`src/design/tal_pkg.sv`:
```
`default_nettype none
package tal_pkg;

    localparam int H_RES     = 1024;
    localparam int V_RES     = 1024;
    localparam int MAX_WIDTH = 15;

    localparam int CW    = 13;
    localparam int PW    = 14;
    localparam int LVW   = 8;
    localparam int COLW  = 16;
    localparam int WW    = 4;
    localparam int HW    = 3;
    localparam int KW    = 5;
    localparam int ROWW  = 5;
    localparam int FQW   = 24;
    localparam int ERRW  = 15;
    localparam int NUMW  = 21;
    localparam int DENW  = 13;
    localparam int QW    = 9;
    localparam int DCW   = 5;
    localparam int TBLW  = 12;

    localparam logic CMD_START = 1'b0;
    localparam logic CMD_STEP  = 1'b1;

    localparam int   CFG_IDX_W      = 1;
    localparam logic CFG_LINE_WIDTH = 1'b0;
    localparam logic CFG_ANTIALIAS  = 1'b1;

    typedef struct packed {
        logic start_load;
        logic step_load;
        logic setup1;
        logic setup2;
        logic calc;
        logic mul;
        logic emit;
        logic step_end;
    } t_cmd;

    typedef struct packed {
        logic mode_idle;
        logic dot;
        logic aa;
        logic div_done;
        logic pix_last;
        logic out_free;
    } t_stat;

    // ceil(255 * sqrt(d)) for d = 0..63
    localparam logic [TBLW-1:0] SQRT_TBL [64] = '{
        12'd0,    12'd255,  12'd361,  12'd442,  12'd510,  12'd571,  12'd625,  12'd675,
        12'd722,  12'd765,  12'd807,  12'd846,  12'd884,  12'd920,  12'd955,  12'd988,
        12'd1020, 12'd1052, 12'd1082, 12'd1112, 12'd1141, 12'd1169, 12'd1197, 12'd1223,
        12'd1250, 12'd1275, 12'd1301, 12'd1326, 12'd1350, 12'd1374, 12'd1397, 12'd1420,
        12'd1443, 12'd1465, 12'd1487, 12'd1509, 12'd1530, 12'd1552, 12'd1572, 12'd1593,
        12'd1613, 12'd1633, 12'd1653, 12'd1673, 12'd1692, 12'd1711, 12'd1730, 12'd1749,
        12'd1767, 12'd1785, 12'd1804, 12'd1822, 12'd1839, 12'd1857, 12'd1874, 12'd1892,
        12'd1909, 12'd1926, 12'd1943, 12'd1959, 12'd1976, 12'd1992, 12'd2008, 12'd2024
    };

    function automatic logic [COLW-1:0] grey565(input logic [LVW-1:0] v);
        return {v[7:3], v[7:2], v[7:3]};
    endfunction

    function automatic logic [LVW-1:0] div255(input logic [COLW-1:0] p);
        logic [COLW:0] t;
        t = {1'b0, p} + 17'd1 + {9'd0, p[15:8]};
        return t[15:8];
    endfunction

    function automatic logic on_screen(input logic signed [PW-1:0] x,
                                       input logic signed [PW-1:0] y);
        return !x[PW-1] && ($unsigned(x) < PW'(H_RES)) &&
               !y[PW-1] && ($unsigned(y) < PW'(V_RES));
    endfunction

endpackage
`default_nettype wire

```
`src/design/tal_div.sv`:
```
`default_nettype none
module tal_div (
    input  wire logic                       i_clk,
    input  wire logic                       i_rst_n,
    input  wire logic                       i_start,
    input  wire logic [tal_pkg::NUMW-1:0]   i_num,
    input  wire logic [tal_pkg::DENW-1:0]   i_den,
    output logic                            o_done,
    output logic [tal_pkg::QW-1:0]          o_quot
);

    logic                        r_busy;
    logic                        r_done;
    logic [tal_pkg::DCW-1:0]     r_cnt;
    logic [tal_pkg::DENW-1:0]    r_rem;
    logic [tal_pkg::DENW-1:0]    r_den;
    logic [tal_pkg::NUMW-1:0]    r_nq;
    logic [tal_pkg::DENW:0]      trial;
    logic                        ge;

    assign trial = {r_rem, r_nq[tal_pkg::NUMW-1]};
    assign ge    = trial >= {1'b0, r_den};

    always_ff @(posedge i_clk) begin
        if (!i_rst_n) begin
            r_busy <= 1'b0;
            r_done <= 1'b0;
            r_cnt  <= '0;
        end else begin
            r_done <= r_busy && (r_cnt == tal_pkg::DCW'(tal_pkg::NUMW - 1));
            if (i_start) begin
                r_busy <= 1'b1;
                r_cnt  <= '0;
            end else if (r_busy) begin
                r_cnt <= r_cnt + 1'b1;
                if (r_cnt == tal_pkg::DCW'(tal_pkg::NUMW - 1)) begin
                    r_busy <= 1'b0;
                end
            end
        end
    end

    always_ff @(posedge i_clk) begin
        if (i_start) begin
            r_rem <= '0;
            r_den <= i_den;
            r_nq  <= i_num;
        end else if (r_busy) begin
            r_rem <= ge ? tal_pkg::DENW'(trial - {1'b0, r_den}) : trial[tal_pkg::DENW-1:0];
            r_nq  <= {r_nq[tal_pkg::NUMW-2:0], ge};
        end
    end

    assign o_done = r_done;
    assign o_quot = r_nq[tal_pkg::QW-1:0];

endmodule
`default_nettype wire

```
`src/design/tal_dp.sv`:
```
`default_nettype none
module tal_dp (
    input  wire logic                          i_clk,
    input  wire logic                          i_rst_n,
    input  wire tal_pkg::t_cmd                 i_cmd,
    output tal_pkg::t_stat                     o_stat,
    input  wire logic signed [tal_pkg::CW-1:0] i_x_start,
    input  wire logic signed [tal_pkg::CW-1:0] i_y_start,
    input  wire logic signed [tal_pkg::CW-1:0] i_x_end,
    input  wire logic signed [tal_pkg::CW-1:0] i_y_end,
    input  wire logic [tal_pkg::LVW-1:0]       i_brightness,
    input  wire logic [tal_pkg::WW-1:0]        i_line_width,
    input  wire logic                          i_antialias_on,
    input  wire logic                          i_out_stall,
    output logic                               o_out_valid,
    output logic signed [tal_pkg::PW-1:0]      o_pixel_x,
    output logic signed [tal_pkg::PW-1:0]      o_pixel_y,
    output logic [tal_pkg::COLW-1:0]           o_pixel_color,
    output logic                               o_write_enable,
    output logic                               o_group_last,
    output logic                               o_line_done
);

    localparam int PW = tal_pkg::PW;

    typedef enum logic [1:0] {M_IDLE, M_PLAIN, M_AA, M_DOT} t_mode;

    t_mode                           r_mode;
    logic signed [PW-1:0]            r_x0, r_y0, r_x1, r_y1;
    logic [tal_pkg::LVW-1:0]         r_level;
    logic [tal_pkg::HW-1:0]          r_half;
    logic                            r_aa;
    logic                            r_swap;
    logic signed [PW-1:0]            r_maj_pos, r_maj_fin, r_min_pos;
    logic signed [tal_pkg::FQW-1:0]  r_min_fq;
    logic signed [tal_pkg::ERRW-1:0] r_err;
    logic [PW-1:0]                   r_maj_d, r_min_d;
    logic                            r_dir;
    logic [tal_pkg::QW-1:0]          r_grad;
    logic [tal_pkg::ROWW-1:0]        r_dot_row;
    logic [tal_pkg::KW-1:0]          r_k;

    logic signed [PW-1:0]            r_cx, r_cy, r_mx, r_my;
    logic [tal_pkg::LVW-1:0]         r_calpha;
    logic                            r_cin, r_clast, r_min_, r_mlast;
    logic [tal_pkg::COLW-1:0]        r_prod;

    logic                            r_ovalid;
    logic signed [PW-1:0]            r_ox, r_oy;
    logic [tal_pkg::COLW-1:0]        r_ocol;
    logic                            r_owe, r_ogl, r_old;

    // setup
    logic [tal_pkg::WW-1:0]          wsat;
    logic signed [PW-1:0]            dxp, dxn, dyp, dyn;
    logic [PW-1:0]                   adx, ady, maj_d, min_d;
    logic                            s1_dot, s1_swap, ord, dir_aa, dir_plain;
    logic signed [PW-1:0]            yf;
    logic                            div_done;
    logic [tal_pkg::QW-1:0]          div_quot;

    // pixel
    logic [tal_pkg::HW:0]            rr;
    logic [tal_pkg::KW-1:0]          kmax;
    logic signed [PW-1:0]            yi, minor, lx, ly;
    logic signed [5:0]               ddx, ddy;
    logic [3:0]                      dxa, dya;
    logic [7:0]                      d2, rr2, h2;
    logic [tal_pkg::TBLW-1:0]        ramp;
    logic signed [PW-1:0]            px, py;
    logic [tal_pkg::LVW-1:0]         alpha;
    logic                            in_disc, done_now, out_free;
    logic signed [tal_pkg::ERRW-1:0] e1;

    assign wsat = (i_line_width > tal_pkg::WW'(tal_pkg::MAX_WIDTH)) ?
                  tal_pkg::WW'(tal_pkg::MAX_WIDTH) : i_line_width;

    assign dxp   = r_x1 - r_x0;
    assign dxn   = r_x0 - r_x1;
    assign dyp   = r_y1 - r_y0;
    assign dyn   = r_y0 - r_y1;
    assign adx   = dxp[PW-1] ? dxn : dxp;
    assign ady   = dyp[PW-1] ? dyn : dyp;
    assign s1_dot  = (r_x0 == r_x1) && (r_y0 == r_y1);
    assign s1_swap = ady > adx;

    assign ord       = dxp[PW-1];
    assign maj_d     = adx;
    assign min_d     = ady;
    assign yf        = ord ? r_y1 : r_y0;
    assign dir_aa    = ord ? dyn[PW-1] : dyp[PW-1];
    assign dir_plain = ord ? (dyn[PW-1] || dyn == '0) : (dyp[PW-1] || dyp == '0);

    tal_div u_div (
        .i_clk   (i_clk),
        .i_rst_n (i_rst_n),
        .i_start (i_cmd.setup2 && r_aa),
        .i_num   ({min_d[tal_pkg::DENW-1:0], 8'd0}),
        .i_den   (maj_d[tal_pkg::DENW-1:0]),
        .o_done  (div_done),
        .o_quot  (div_quot)
    );

    always_comb begin
        rr    = r_aa ? {1'b0, r_half} + 1'b1 : {1'b0, r_half};
        yi    = r_min_fq[PW+7:8];
        ddx   = $signed({1'b0, r_k}) - $signed({2'b0, rr});
        ddy   = $signed({1'b0, r_dot_row}) - $signed({2'b0, rr});
        dxa   = ddx[5] ? 4'(-ddx) : ddx[3:0];
        dya   = ddy[5] ? 4'(-ddy) : ddy[3:0];
        d2    = 8'(dxa) * 8'(dxa) + 8'(dya) * 8'(dya);
        rr2   = 8'(rr) * 8'(rr);
        h2    = 8'(r_half) * 8'(r_half);
        ramp  = 12'({rr, 8'd0}) - 12'(rr) - tal_pkg::SQRT_TBL[d2[5:0]];
        minor = '0;
        kmax  = '0;
        px    = '0;
        py    = '0;
        alpha = 8'hFF;
        in_disc = 1'b1;
        case (r_mode)
            M_PLAIN: begin
                kmax  = {1'b0, r_half, 1'b0};
                minor = r_min_pos - PW'(r_half) + PW'(r_k);
            end
            M_AA: begin
                kmax  = {r_half, 2'b01};
                minor = yi - PW'(r_half) + PW'(r_k[tal_pkg::KW-1:1]) + PW'(r_k[0]);
                alpha = r_k[0] ? r_min_fq[7:0] : ~r_min_fq[7:0];
            end
            M_DOT: begin
                kmax = {rr, 1'b0};
                if (r_aa) begin
                    if (d2 >= rr2) begin
                        in_disc = 1'b0;
                    end else if (d2 > h2) begin
                        alpha = ramp[7:0];
                    end
                end
            end
            default: begin
                kmax = '0;
            end
        endcase
        lx = r_swap ? minor : r_maj_pos;
        ly = r_swap ? r_maj_pos : minor;
        if (r_mode == M_DOT) begin
            px = r_maj_pos + PW'(ddx);
            py = r_min_pos + PW'(ddy);
        end else begin
            px = lx;
            py = ly;
        end
        done_now = (r_mode == M_DOT) ? ({3'b0, r_dot_row} >= {3'b0, rr, 1'b0})
                                     : (r_maj_pos >= r_maj_fin);
        e1 = r_err - $signed({1'b0, r_min_d});
    end

    assign out_free = !r_ovalid || !i_out_stall;

    always_ff @(posedge i_clk) begin
        if (!i_rst_n) begin
            r_mode <= M_IDLE;
        end else if (i_cmd.setup1 && s1_dot) begin
            r_mode <= M_DOT;
        end else if (i_cmd.setup2) begin
            r_mode <= r_aa ? M_AA : M_PLAIN;
        end else if (i_cmd.step_end && done_now) begin
            r_mode <= M_IDLE;
        end
    end

    always_ff @(posedge i_clk) begin
        if (i_cmd.start_load) begin
            r_x0      <= PW'(i_x_start);
            r_y0      <= PW'(i_y_start);
            r_x1      <= PW'(i_x_end);
            r_y1      <= PW'(i_y_end);
            r_level   <= i_brightness;
            r_half    <= wsat[tal_pkg::WW-1:1];
            r_aa      <= i_antialias_on;
            r_dot_row <= '0;
        end
        if (i_cmd.setup1) begin
            if (s1_dot) begin
                r_swap    <= 1'b0;
                r_maj_pos <= r_x0;
                r_min_pos <= r_y0;
            end else begin
                r_swap <= s1_swap;
                if (s1_swap) begin
                    r_x0 <= r_y0;
                    r_y0 <= r_x0;
                    r_x1 <= r_y1;
                    r_y1 <= r_x1;
                end
            end
        end
        if (i_cmd.setup2) begin
            r_maj_d   <= maj_d;
            r_min_d   <= min_d;
            r_maj_pos <= ord ? r_x1 : r_x0;
            r_maj_fin <= ord ? r_x0 : r_x1;
            r_min_pos <= yf;
            r_min_fq  <= {{2{yf[PW-1]}}, yf, 8'd0};
            r_err     <= $signed({2'b0, maj_d[PW-1:1]});
            r_dir     <= r_aa ? dir_aa : dir_plain;
        end
        if (div_done) begin
            r_grad <= div_quot;
        end
        if (i_cmd.step_end) begin
            unique case (r_mode)
                M_DOT: begin
                    if (!done_now) begin
                        r_dot_row <= r_dot_row + 1'b1;
                    end
                end
                M_PLAIN: begin
                    if (e1 < 0) begin
                        r_min_pos <= r_dir ? r_min_pos - 1'b1 : r_min_pos + 1'b1;
                        r_err     <= e1 + $signed({1'b0, r_maj_d});
                    end else begin
                        r_err <= e1;
                    end
                    if (!done_now) begin
                        r_maj_pos <= r_maj_pos + 1'b1;
                    end
                end
                M_AA: begin
                    r_min_fq <= r_dir ? r_min_fq - $signed({15'd0, r_grad})
                                      : r_min_fq + $signed({15'd0, r_grad});
                    if (!done_now) begin
                        r_maj_pos <= r_maj_pos + 1'b1;
                    end
                end
                default: begin
                    r_dot_row <= r_dot_row;
                end
            endcase
        end
    end

    always_ff @(posedge i_clk) begin
        if (i_cmd.step_load) begin
            r_k <= '0;
        end else if (i_cmd.emit) begin
            r_k <= r_k + 1'b1;
        end
        if (i_cmd.calc) begin
            r_cx     <= px;
            r_cy     <= py;
            r_calpha <= alpha;
            r_cin    <= in_disc;
            r_clast  <= (r_k == kmax);
        end
        if (i_cmd.mul) begin
            r_mx    <= r_cx;
            r_my    <= r_cy;
            r_prod  <= r_level * r_calpha;
            r_min_  <= r_cin;
            r_mlast <= r_clast;
        end
        if (i_cmd.emit) begin
            r_ox   <= r_mx;
            r_oy   <= r_my;
            r_ocol <= r_min_ ? tal_pkg::grey565(tal_pkg::div255(r_prod)) : '0;
            r_owe  <= r_min_ && tal_pkg::on_screen(r_mx, r_my);
            r_ogl  <= r_mlast;
            r_old  <= r_mlast && done_now;
        end
    end

    always_ff @(posedge i_clk) begin
        if (!i_rst_n) begin
            r_ovalid <= 1'b0;
        end else if (i_cmd.emit) begin
            r_ovalid <= 1'b1;
        end else if (!i_out_stall) begin
            r_ovalid <= 1'b0;
        end
    end

    assign o_stat.mode_idle = (r_mode == M_IDLE);
    assign o_stat.dot       = s1_dot;
    assign o_stat.aa        = r_aa;
    assign o_stat.div_done  = div_done;
    assign o_stat.pix_last  = r_mlast;
    assign o_stat.out_free  = out_free;

    assign o_out_valid    = r_ovalid;
    assign o_pixel_x      = r_ox;
    assign o_pixel_y      = r_oy;
    assign o_pixel_color  = r_ocol;
    assign o_write_enable = r_owe;
    assign o_group_last   = r_ogl;
    assign o_line_done    = r_old;

endmodule
`default_nettype wire

```
`src/design/tal_ctrl.sv`:
```
`default_nettype none
module tal_ctrl (
    input  wire logic           i_clk,
    input  wire logic           i_rst_n,
    input  wire logic           i_in_valid,
    input  wire logic           i_cmd,
    output logic                o_in_stall,
    output tal_pkg::t_cmd       o_cmd,
    input  wire tal_pkg::t_stat i_stat
);

    typedef enum logic [2:0] {
        S_IDLE, S_SETUP1, S_SETUP2, S_DIV, S_CALC, S_MUL, S_EMIT, S_END
    } t_state;

    t_state r_state, n_state;
    logic   r_stall, n_stall;
    logic   accept;

    assign accept = i_in_valid && !r_stall;

    always_comb begin
        o_cmd            = '0;
        o_cmd.start_load = accept && (i_cmd == tal_pkg::CMD_START);
        o_cmd.step_load  = accept && (i_cmd == tal_pkg::CMD_STEP) && !i_stat.mode_idle;
        o_cmd.setup1     = (r_state == S_SETUP1);
        o_cmd.setup2     = (r_state == S_SETUP2);
        o_cmd.calc       = (r_state == S_CALC);
        o_cmd.mul        = (r_state == S_MUL);
        o_cmd.emit       = (r_state == S_EMIT) && i_stat.out_free;
        o_cmd.step_end   = (r_state == S_END);
    end

    always_comb begin
        n_state = r_state;
        unique case (r_state)
            S_IDLE: begin
                if (o_cmd.start_load) n_state = S_SETUP1;
                else if (o_cmd.step_load) n_state = S_CALC;
            end
            S_SETUP1: n_state = i_stat.dot ? S_IDLE : S_SETUP2;
            S_SETUP2: n_state = i_stat.aa ? S_DIV : S_IDLE;
            S_DIV: begin
                if (i_stat.div_done) n_state = S_IDLE;
            end
            S_CALC: n_state = S_MUL;
            S_MUL:  n_state = S_EMIT;
            S_EMIT: begin
                if (i_stat.out_free) n_state = i_stat.pix_last ? S_END : S_CALC;
            end
            S_END: n_state = S_IDLE;
            default: n_state = S_IDLE;
        endcase
        n_stall = (n_state != S_IDLE);
    end

    always_ff @(posedge i_clk) begin
        if (!i_rst_n) begin
            r_state <= S_IDLE;
            r_stall <= 1'b0;
        end else begin
            r_state <= n_state;
            r_stall <= n_stall;
        end
    end

    assign o_in_stall = r_stall;

endmodule
`default_nettype wire

```
`src/design/thick_antialiased_line_rasterizer_top.sv`:
```
// Line rasterizer producing RGB565 grey pixel writes. A start item (cmd 0) latches the
// endpoints, brightness and the width/antialias registers and sets the line up, and in
// antialiased mode also runs the 21-bit shift-subtract gradient divider. Each step item
// (cmd 1) emits one column or row: 2*half+1 pixels, twice that when antialiased, or 2*r+1
// for a dot row. Each pixel passes a calc, multiply and emit stage in turn, and the emit
// stage is held while the output is stalled; at most 30 pixels come from one step. Input
// stall stays high until the item is finished.
`default_nettype none
module thick_antialiased_line_rasterizer_top (
    input  wire logic                                 i_clk,
    input  wire logic                                 i_rst_n,
    input  wire logic                                 i_in_valid,
    output logic                                      o_in_stall,
    input  wire logic                                 i_cmd,
    input  wire logic signed [tal_pkg::CW-1:0]        i_x_start,
    input  wire logic signed [tal_pkg::CW-1:0]        i_y_start,
    input  wire logic signed [tal_pkg::CW-1:0]        i_x_end,
    input  wire logic signed [tal_pkg::CW-1:0]        i_y_end,
    input  wire logic [tal_pkg::LVW-1:0]              i_brightness,
    output logic                                      o_out_valid,
    input  wire logic                                 i_out_stall,
    output logic signed [tal_pkg::PW-1:0]             o_pixel_x,
    output logic signed [tal_pkg::PW-1:0]             o_pixel_y,
    output logic [tal_pkg::COLW-1:0]                  o_pixel_color,
    output logic                                      o_write_enable,
    output logic                                      o_group_last,
    output logic                                      o_line_done,
    input  wire logic                                 i_cfg_we,
    input  wire logic [tal_pkg::CFG_IDX_W-1:0]        i_cfg_idx,
    input  wire logic [tal_pkg::WW-1:0]               i_cfg_data
);

    logic [tal_pkg::WW-1:0] r_line_width;
    logic                   r_antialias_on;
    tal_pkg::t_cmd          cmd;
    tal_pkg::t_stat         stat;

    always_ff @(posedge i_clk) begin
        if (!i_rst_n) begin
            r_line_width   <= tal_pkg::WW'(1);
            r_antialias_on <= 1'b0;
        end else if (i_cfg_we) begin
            unique case (i_cfg_idx)
                tal_pkg::CFG_LINE_WIDTH: r_line_width   <= i_cfg_data;
                tal_pkg::CFG_ANTIALIAS:  r_antialias_on <= i_cfg_data[0];
                default:                 r_line_width   <= r_line_width;
            endcase
        end
    end

    tal_ctrl u_ctrl (
        .i_clk      (i_clk),
        .i_rst_n    (i_rst_n),
        .i_in_valid (i_in_valid),
        .i_cmd      (i_cmd),
        .o_in_stall (o_in_stall),
        .o_cmd      (cmd),
        .i_stat     (stat)
    );

    tal_dp u_dp (
        .i_clk          (i_clk),
        .i_rst_n        (i_rst_n),
        .i_cmd          (cmd),
        .o_stat         (stat),
        .i_x_start      (i_x_start),
        .i_y_start      (i_y_start),
        .i_x_end        (i_x_end),
        .i_y_end        (i_y_end),
        .i_brightness   (i_brightness),
        .i_line_width   (r_line_width),
        .i_antialias_on (r_antialias_on),
        .i_out_stall    (i_out_stall),
        .o_out_valid    (o_out_valid),
        .o_pixel_x      (o_pixel_x),
        .o_pixel_y      (o_pixel_y),
        .o_pixel_color  (o_pixel_color),
        .o_write_enable (o_write_enable),
        .o_group_last   (o_group_last),
        .o_line_done    (o_line_done)
    );

endmodule
`default_nettype wire

```
`config.mk`:
```
export PLATFORM = sky130hd
export DESIGN_NAME = thick_antialiased_line_rasterizer_top
export DESIGN_NICKNAME = d
export VERILOG_FILES = /design/src/design/tal_pkg.sv /design/src/design/tal_div.sv /design/src/design/tal_dp.sv /design/src/design/tal_ctrl.sv /design/src/design/thick_antialiased_line_rasterizer_top.sv
export SDC_FILE = /design/constraint.sdc
export NUM_CORES = 1
export LEC_CHECK = 0
export BUFFER_PORTS_ARGS = -buffer_cell sky130_fd_sc_hd__buf_2
export CORE_MARGIN = 2
export CORE_UTILIZATION = 50
export DETAILED_ROUTE_END_ITERATION = 16
export PLACE_DENSITY = 0.67
export SYNTH_ARGS = -nofsm -noshare
export SYNTH_HDL_FRONTEND = slang
export SYNTH_SLANG_ARGS = --single-unit
```
`constraint.sdc`:
```
create_clock -name i_clk -period 9.5 [get_ports i_clk]
set_input_delay 1.9 -clock i_clk [delete_from_list [all_inputs] [get_ports i_clk]]
set_output_delay 1.9 -clock i_clk [all_outputs]
set_load 0.1 [all_outputs]
```
* Word-level counts from Yosys, hierarchy flattened
Memories as Yosys holds them, arrays and structs flattened.
Cells that the tools add are included.
** Word-level totals
- Register bits after elaboration :: 395
- Memory bits (read-only) :: 768
- Bits of input ports :: 71
- Output and inout bits :: 49
- Memories :: 1
** Cells by class
- Add/sub/neg operators :: 32
- Multipliers :: 5
- Order comparisons :: 11
- Equality and inequality tests :: 16
- Mux-type cells :: 87
- Bitwise logic cells :: 5
- Reduce and logical (&&, ||, !) cells :: 36
** Memory list
- (name not given) :: words 64, bits a word 12, rd ports 1, clocked after Yosys merged registers in 0, wr ports 0, line tal_dp.sv:114 : ramp = 12'({rr, 8'd0}) - 12'(rr) - tal_pkg::SQRT_TBL[d2[5:0]];
** Operators by type and width (count)
- 14-bit two-way mux :: 38
- 24-bit two-way mux :: 4
- 15-bit two-way mux :: 4
- 14-bit subtractor :: 4
- 8-bit two-way mux :: 6
- 21-bit two-way mux :: 2
- 14-bit by 1-bit adder with 14-bit output, second input constant :: 2
- 14-bit by 6-bit adder with 14-bit output :: 2
- 14-bit equality test :: 2
- 14-bit logical NOT :: 2
- 14-bit by 11-bit < comparator with 1-bit output, second input constant :: 2
- 14-bit one-hot mux with 2 select lines :: 1
- 14-bit by 3-bit subtractor with 14-bit output :: 2
- 24-bit by 10-bit adder with 24-bit output :: 1
- 4-bit by 4-bit multiplier with 8-bit output :: 3
- 3-bit one-hot mux with 8 select lines :: 1
- 24-bit by 10-bit subtractor with 24-bit output :: 1
- 16-bit by 1-bit adder with 16-bit output, second input constant :: 1
- 16-bit by 8-bit adder with 16-bit output :: 1
- 8-bit by 8-bit multiplier with 16-bit output :: 1
- 8-bit one-hot mux with 2 select lines :: 1
- 15-bit adder :: 1
- 5-bit by 1-bit adder with 5-bit output, second input constant :: 3
- 1-bit logical AND :: 15
- other kinds (50) :: 92

* Depth between registers and ports, before layout
- Word-level depth :: 16
- Mapped depth :: 41
- Depth with buffers taken out :: 40

* By module
A second synthesis with hierarchy kept.
** Second synthesis, totals
- Cells, all modules :: 3405
- Area total of the unflattened synthesis :: 30755.7 um^2
** Modules (own cells, without submodules)
- tal_dp :: instances 1, cells each 3071, area each 27224.9 um^2, seq. area each 8318.0 um^2
- tal_div :: instances 1, cells each 273, area each 2992.9 um^2, seq. area each 1421.4 um^2
- tal_ctrl :: instances 1, cells each 38, area each 326.6 um^2, seq. area each 80.1 um^2
- thick_antialiased_line_rasterizer_top :: instances 1, cells each 23, area each 211.5 um^2, seq. area each 100.1 um^2

* Least setup slack after synthesis
OpenSTA, ideal clock, no wires.
- Kind :: reg2reg
- From :: register u_dp.r_half[0] (netlist bit)
- To :: register u_dp.r_calpha[7] (netlist bit) (data pin)
- Arrival time :: 8.281 ns
- Required time :: 9.244 ns
- Path slack :: 0.963 ns
- Cell stages (with the launch flop) :: 41
- Period minus slack after synthesis :: 8.537 ns
- Cells stage by stage :: edfxtp_1 > ha_1 > a21boi_1 > or2_1 > buf_6 > clkinv_4 > ha_1 > o21ai_1 > a21oi_1 > nand2b_1 > clkbuf_1 > nor2_1 > xnor2_1 > nor2_1 > inv_1 > fa_1 > inv_1 > fa_1 > (+5 left out) > fa_1 > clkbuf_1 > clkbuf_1 > nor2_1 > a211oi_1 > o31ai_1 > o21ai_0 > ha_1 > nor2b_1 > o21ai_0 > a21boi_0 > o21a_1 > nor2_1 > o21bai_1 > a21oi_1 > xnor2_1 > o21ai_1 > nand2_1
** On the way
- Cells in the longest elaborated chain, start to end :: 16
- Elaborated cells on any way between the ends :: 25
- Those cells by class :: 8 x add/sub; 4 x mul; 2 x order compare; 9 x mux; 1 x bitwise; 1 x memory
** RTL lines
- from (decl) :: line tal_dp.sv:31 : logic [tal_pkg::HW-1:0] r_half;
- from (signal assigned) :: line tal_dp.sv:180 : r_half <= wsat[tal_pkg::WW-1:1];
- 3-bit by 1-bit adder with 4-bit output :: line tal_dp.sv:105 : rr = r_aa ? {1'b0, r_half} + 1'b1 : {1'b0, r_half};
- 4-bit two-way mux :: line tal_dp.sv:105
- 5-bit by 4-bit subtractor with 6-bit output, on equally long branches :: line tal_dp.sv:107, tal_dp.sv:108
- 4-bit negation, on equally long branches :: line tal_dp.sv:109, tal_dp.sv:110
- 4-bit two-way mux, on equally long branches :: line tal_dp.sv:109, tal_dp.sv:110
- 4-bit by 4-bit multiplier with 8-bit output :: line tal_dp.sv:111 : d2 = 8'(dxa) * 8'(dxa) + 8'(dya) * 8'(dya);
- 8-bit adder :: line tal_dp.sv:111
- 6-bit NOT with 7-bit output (implied by the code) :: line tal_dp.sv:114
- memory read 64 x 12 bit
- 8-bit two-way mux (implied by the code) (2 in series) :: line tal_dp.sv:114
- 8-bit subtractor :: line tal_dp.sv:114
- 8-bit two-way mux :: line tal_dp.sv:136 : end else if (d2 > h2) begin
- 8-bit two-way mux (*) :: line tal_dp.sv:134 : if (d2 >= rr2) begin
- 8-bit two-way mux (*) :: line tal_dp.sv:133 : if (r_aa) begin
- 8-bit one-hot mux with 2 select lines (*) :: line tal_dp.sv:121 : case (r_mode)
- net u_dp.alpha, one bit :: line tal_dp.sv:71 : logic [tal_pkg::LVW-1:0] alpha;
- to (signal assigned) :: line tal_dp.sv:253 : r_calpha <= alpha;
- to (decl) :: line tal_dp.sv:44 : logic [tal_pkg::LVW-1:0] r_calpha;
Mark *: on every way through the listed nets, which the timed path passes. The rest lies on a longest branch. The select of a mux whose other input is x is not followed.
A chain may end at the register's enable or synchronous reset.

* Final worst setup path
Ends and elaborated chain as after synthesis.

==> reports/summary.txt <==
Top Ports = 120
Die height = 250 um
Share of flip-flops with an asynchronous set or reset = 0
Period utilization = 0.939
Dominant cell by count in the synthesized netlist = inv_1
Iter 0 DRT Violations = 1833
Die X = 250 um
Max Clk Rate = 112 MHz
Crit path max-delay family = adder cells
DR WL/cell = 19.1 um
CTS sink count = 382
Data required, critical path = 9.83 ns
First-pass GRT wire length = 129000 um
Final Hold Fails = 0
Crit path depth = 40
Crit path time final = 8.92 ns
Critical Path End = u_dp.r_calpha[7]
Cell count after synthesis = 3393
Yosys reg bits = 382
Max-slew violations = 0
Vias = 24647
CTS Buffer Depth = 3
DRT antenna net count = 0
Critical Path Start = u_dp.r_half[0]
Largest net degree at the start of global routing = 105
Slowest-stage cell, CP = fa_1
Post-synth EDFFs = 217
Pre-CTS WS = 0.574 ns
Synthesized cell area = 0.0302 mm2
Worst Path Arrival = 9.26 ns
Netlist cell types = 92
Row count = 90
Initial antenna violation count = 0
Worst Max-Slew Pin Slew = 1.13 ns
H-tree Lvls = 2
Fill cells = 5465
DP HPWL = 62000 um
Synth-to-layout area growth = 9.38%
Area fraction of the dominant cell type after synthesis = 0.216
CTS hold repair buffers = 0
Main synth FF type = edfxtp_1
Num CTS Buffers = 45
R2R Path Start = u_dp.r_half[0]
Final wirelength = 81500 um
Share of layout cells above drive strength 1 = 0.0877
Worst Reg-to-Reg Cells = 40
Hold Crit Class = reg -> reg
DRC viols = 0
Synthesized Nets = 3839
Total Routing Usage GR = 0.258
CP Capture Type = flip-flop
Register-to-register setup slack = 0.58 ns
Syn avg cell area = 8.90 um2
Slowest stage delay, CP = 0.56 ns
Finish-stage setup viols = 0
Worst skew pair latency = 0.60 ns
Clk slew on worst S/H paths = 0.06 ns
Gpl congestion = 0.974
Final design utilization = 0.550
Reg2reg end = u_dp.r_calpha[7]
Number of synthesis warnings = 0
Yosys top cell by area = edfxtp_1
Via density = 5.77
Final worst-path setup slack = 0.578 ns
Root Buffer Master = clkbuf_16
Number of global-route vias before repair = 23212
WS Path Type = reg -> reg
Final Skew = 0.0234 ns
Slew margin rel. = 0.247
Sequential fraction of the synthesis area = 0.325
Count of input and output buffers = 119
Full die area = 0.0624 mm2
CP max FO = 15
Max Cap Viol = 0
Initial Utilization = 0.503
Run status = complete, no violations
GRT overflow = 0
Clock tree from TritonCTS = built
Final #Nets = 3901
CP Buf/Inv Count = 8
DRT Pass-1 Iters = 5
Top area cells in the synthesized netlist = edfxtp_1 (22%), ha_1 (13%), dfxtp_1 (11%)
Core area = 0.0600 mm2
Synth top cells by count = inv_1 (346), ha_1 (308), a21oi_1 (260)
Startpoint types = flip-flop
## cell type report
type	count	area, um2	share of cell area
Timing Repair Buffer	165	941	0.0285
Antenna cell	1	2.50	0.0000757
Clock buffer	56	1210	0.0365
Multi-Input combinational cell	2506	18500	0.559
Clock inverter	27	268	0.00810
Tap cell	782	978	0.0296
Inverter	355	1340	0.0406
Sequential cell	382	9820	0.297
## cell usage in the layout, fill, tap and decap left out, types with 46 or more instances in the layout
cell	synthesis	final
a21o_1	74	74
a21oi_1	260	258
and2_1	69	69
buf_2	12	119
buf_4	10	46
dfxtp_1	165	165
edfxtp_1	217	217
fa_1	67	67
ha_1	308	307
inv_1	346	346
mux2i_1	113	113
nand2_1	247	247
nand3_1	76	76
nor2_1	247	245
nor3_1	60	58
o211ai_1	46	46
o21ai_0	191	191
xnor2_1	166	166
xor2_1	61	60
## cell families after synthesis
logic type,Yosys count,share of synthesized area
and+or+nand+nor,891,0.140
AOI/OAI and AO/OA,872,0.184
buffers and inverters,505,0.0649
DFF,382,0.325
adders and majority gates,376,0.172
xor gates and xnor gates,229,0.0672
muxes,137,0.0464
other,1,0.000124
## worst min-delay path by stage
stage,cells past startpoint,to,startpoint,slack (ns)
finish,0,u_dp.r_mx[0],u_dp.r_cx[0],0.42
global route,0,u_dp.o_pixel_x[1],u_dp.r_mx[1],0.42
CTS,0,u_dp.r_mx[0],u_dp.r_cx[0],0.42
detailed placement,0,u_dp.o_pixel_x[1],u_dp.r_mx[1],0.40
global placement,0,u_dp.r_mx[3],u_dp.r_cx[3],0.40
floorplan,0,u_dp.o_pixel_x[0],u_dp.r_mx[0],0.40
## sequential cells by signal, indices dropped and copies added, names as in the netlist, 15 cells and up
signal	cells
u_dp.r_prod	16
u_dp.r_min_fq	22
u_dp.u_div.r_nq	21
u_dp.r_err	15
## what timing repair did
item	CTS	global route
buffers inserted	0	3
gates resized for setup	0	1
setup endpoints to repair	0	2
## routing by layer
layer / routed length [um] / vias to the layer above / GRT usage
met5: 0 / - / 0
met4: 2440 / 0 / 0.0768
met3: 5140 / 148 / 0.0357
met2: 36800 / 776 / 0.419
met1: 37100 / 11607 / 0.359
li1: - / 12116 / -
## per-stage QoR
| stage | setup TNS [ns] | hold slack [ns] | cell area (um2) | std cells |
|---|---|---|---|---|
| global placement | 0 | 0.401 | 31500 | 4187 |
| finish | 0 | 0.416 | 33000 | 4274 |
| detailed placement | 0 | 0.405 | 31500 | 4187 |
| CTS | 0 | 0.416 | 33000 | 4270 |
| floorplan | 0 | 0.400 | 30200 | 3393 |
| global route | -0.00253 | 0.421 | 33000 | 4273 |
Power is left out: the tool's default activity adds up to more than one toggle a clock period on the data nets, which glitch-free logic cannot reach.
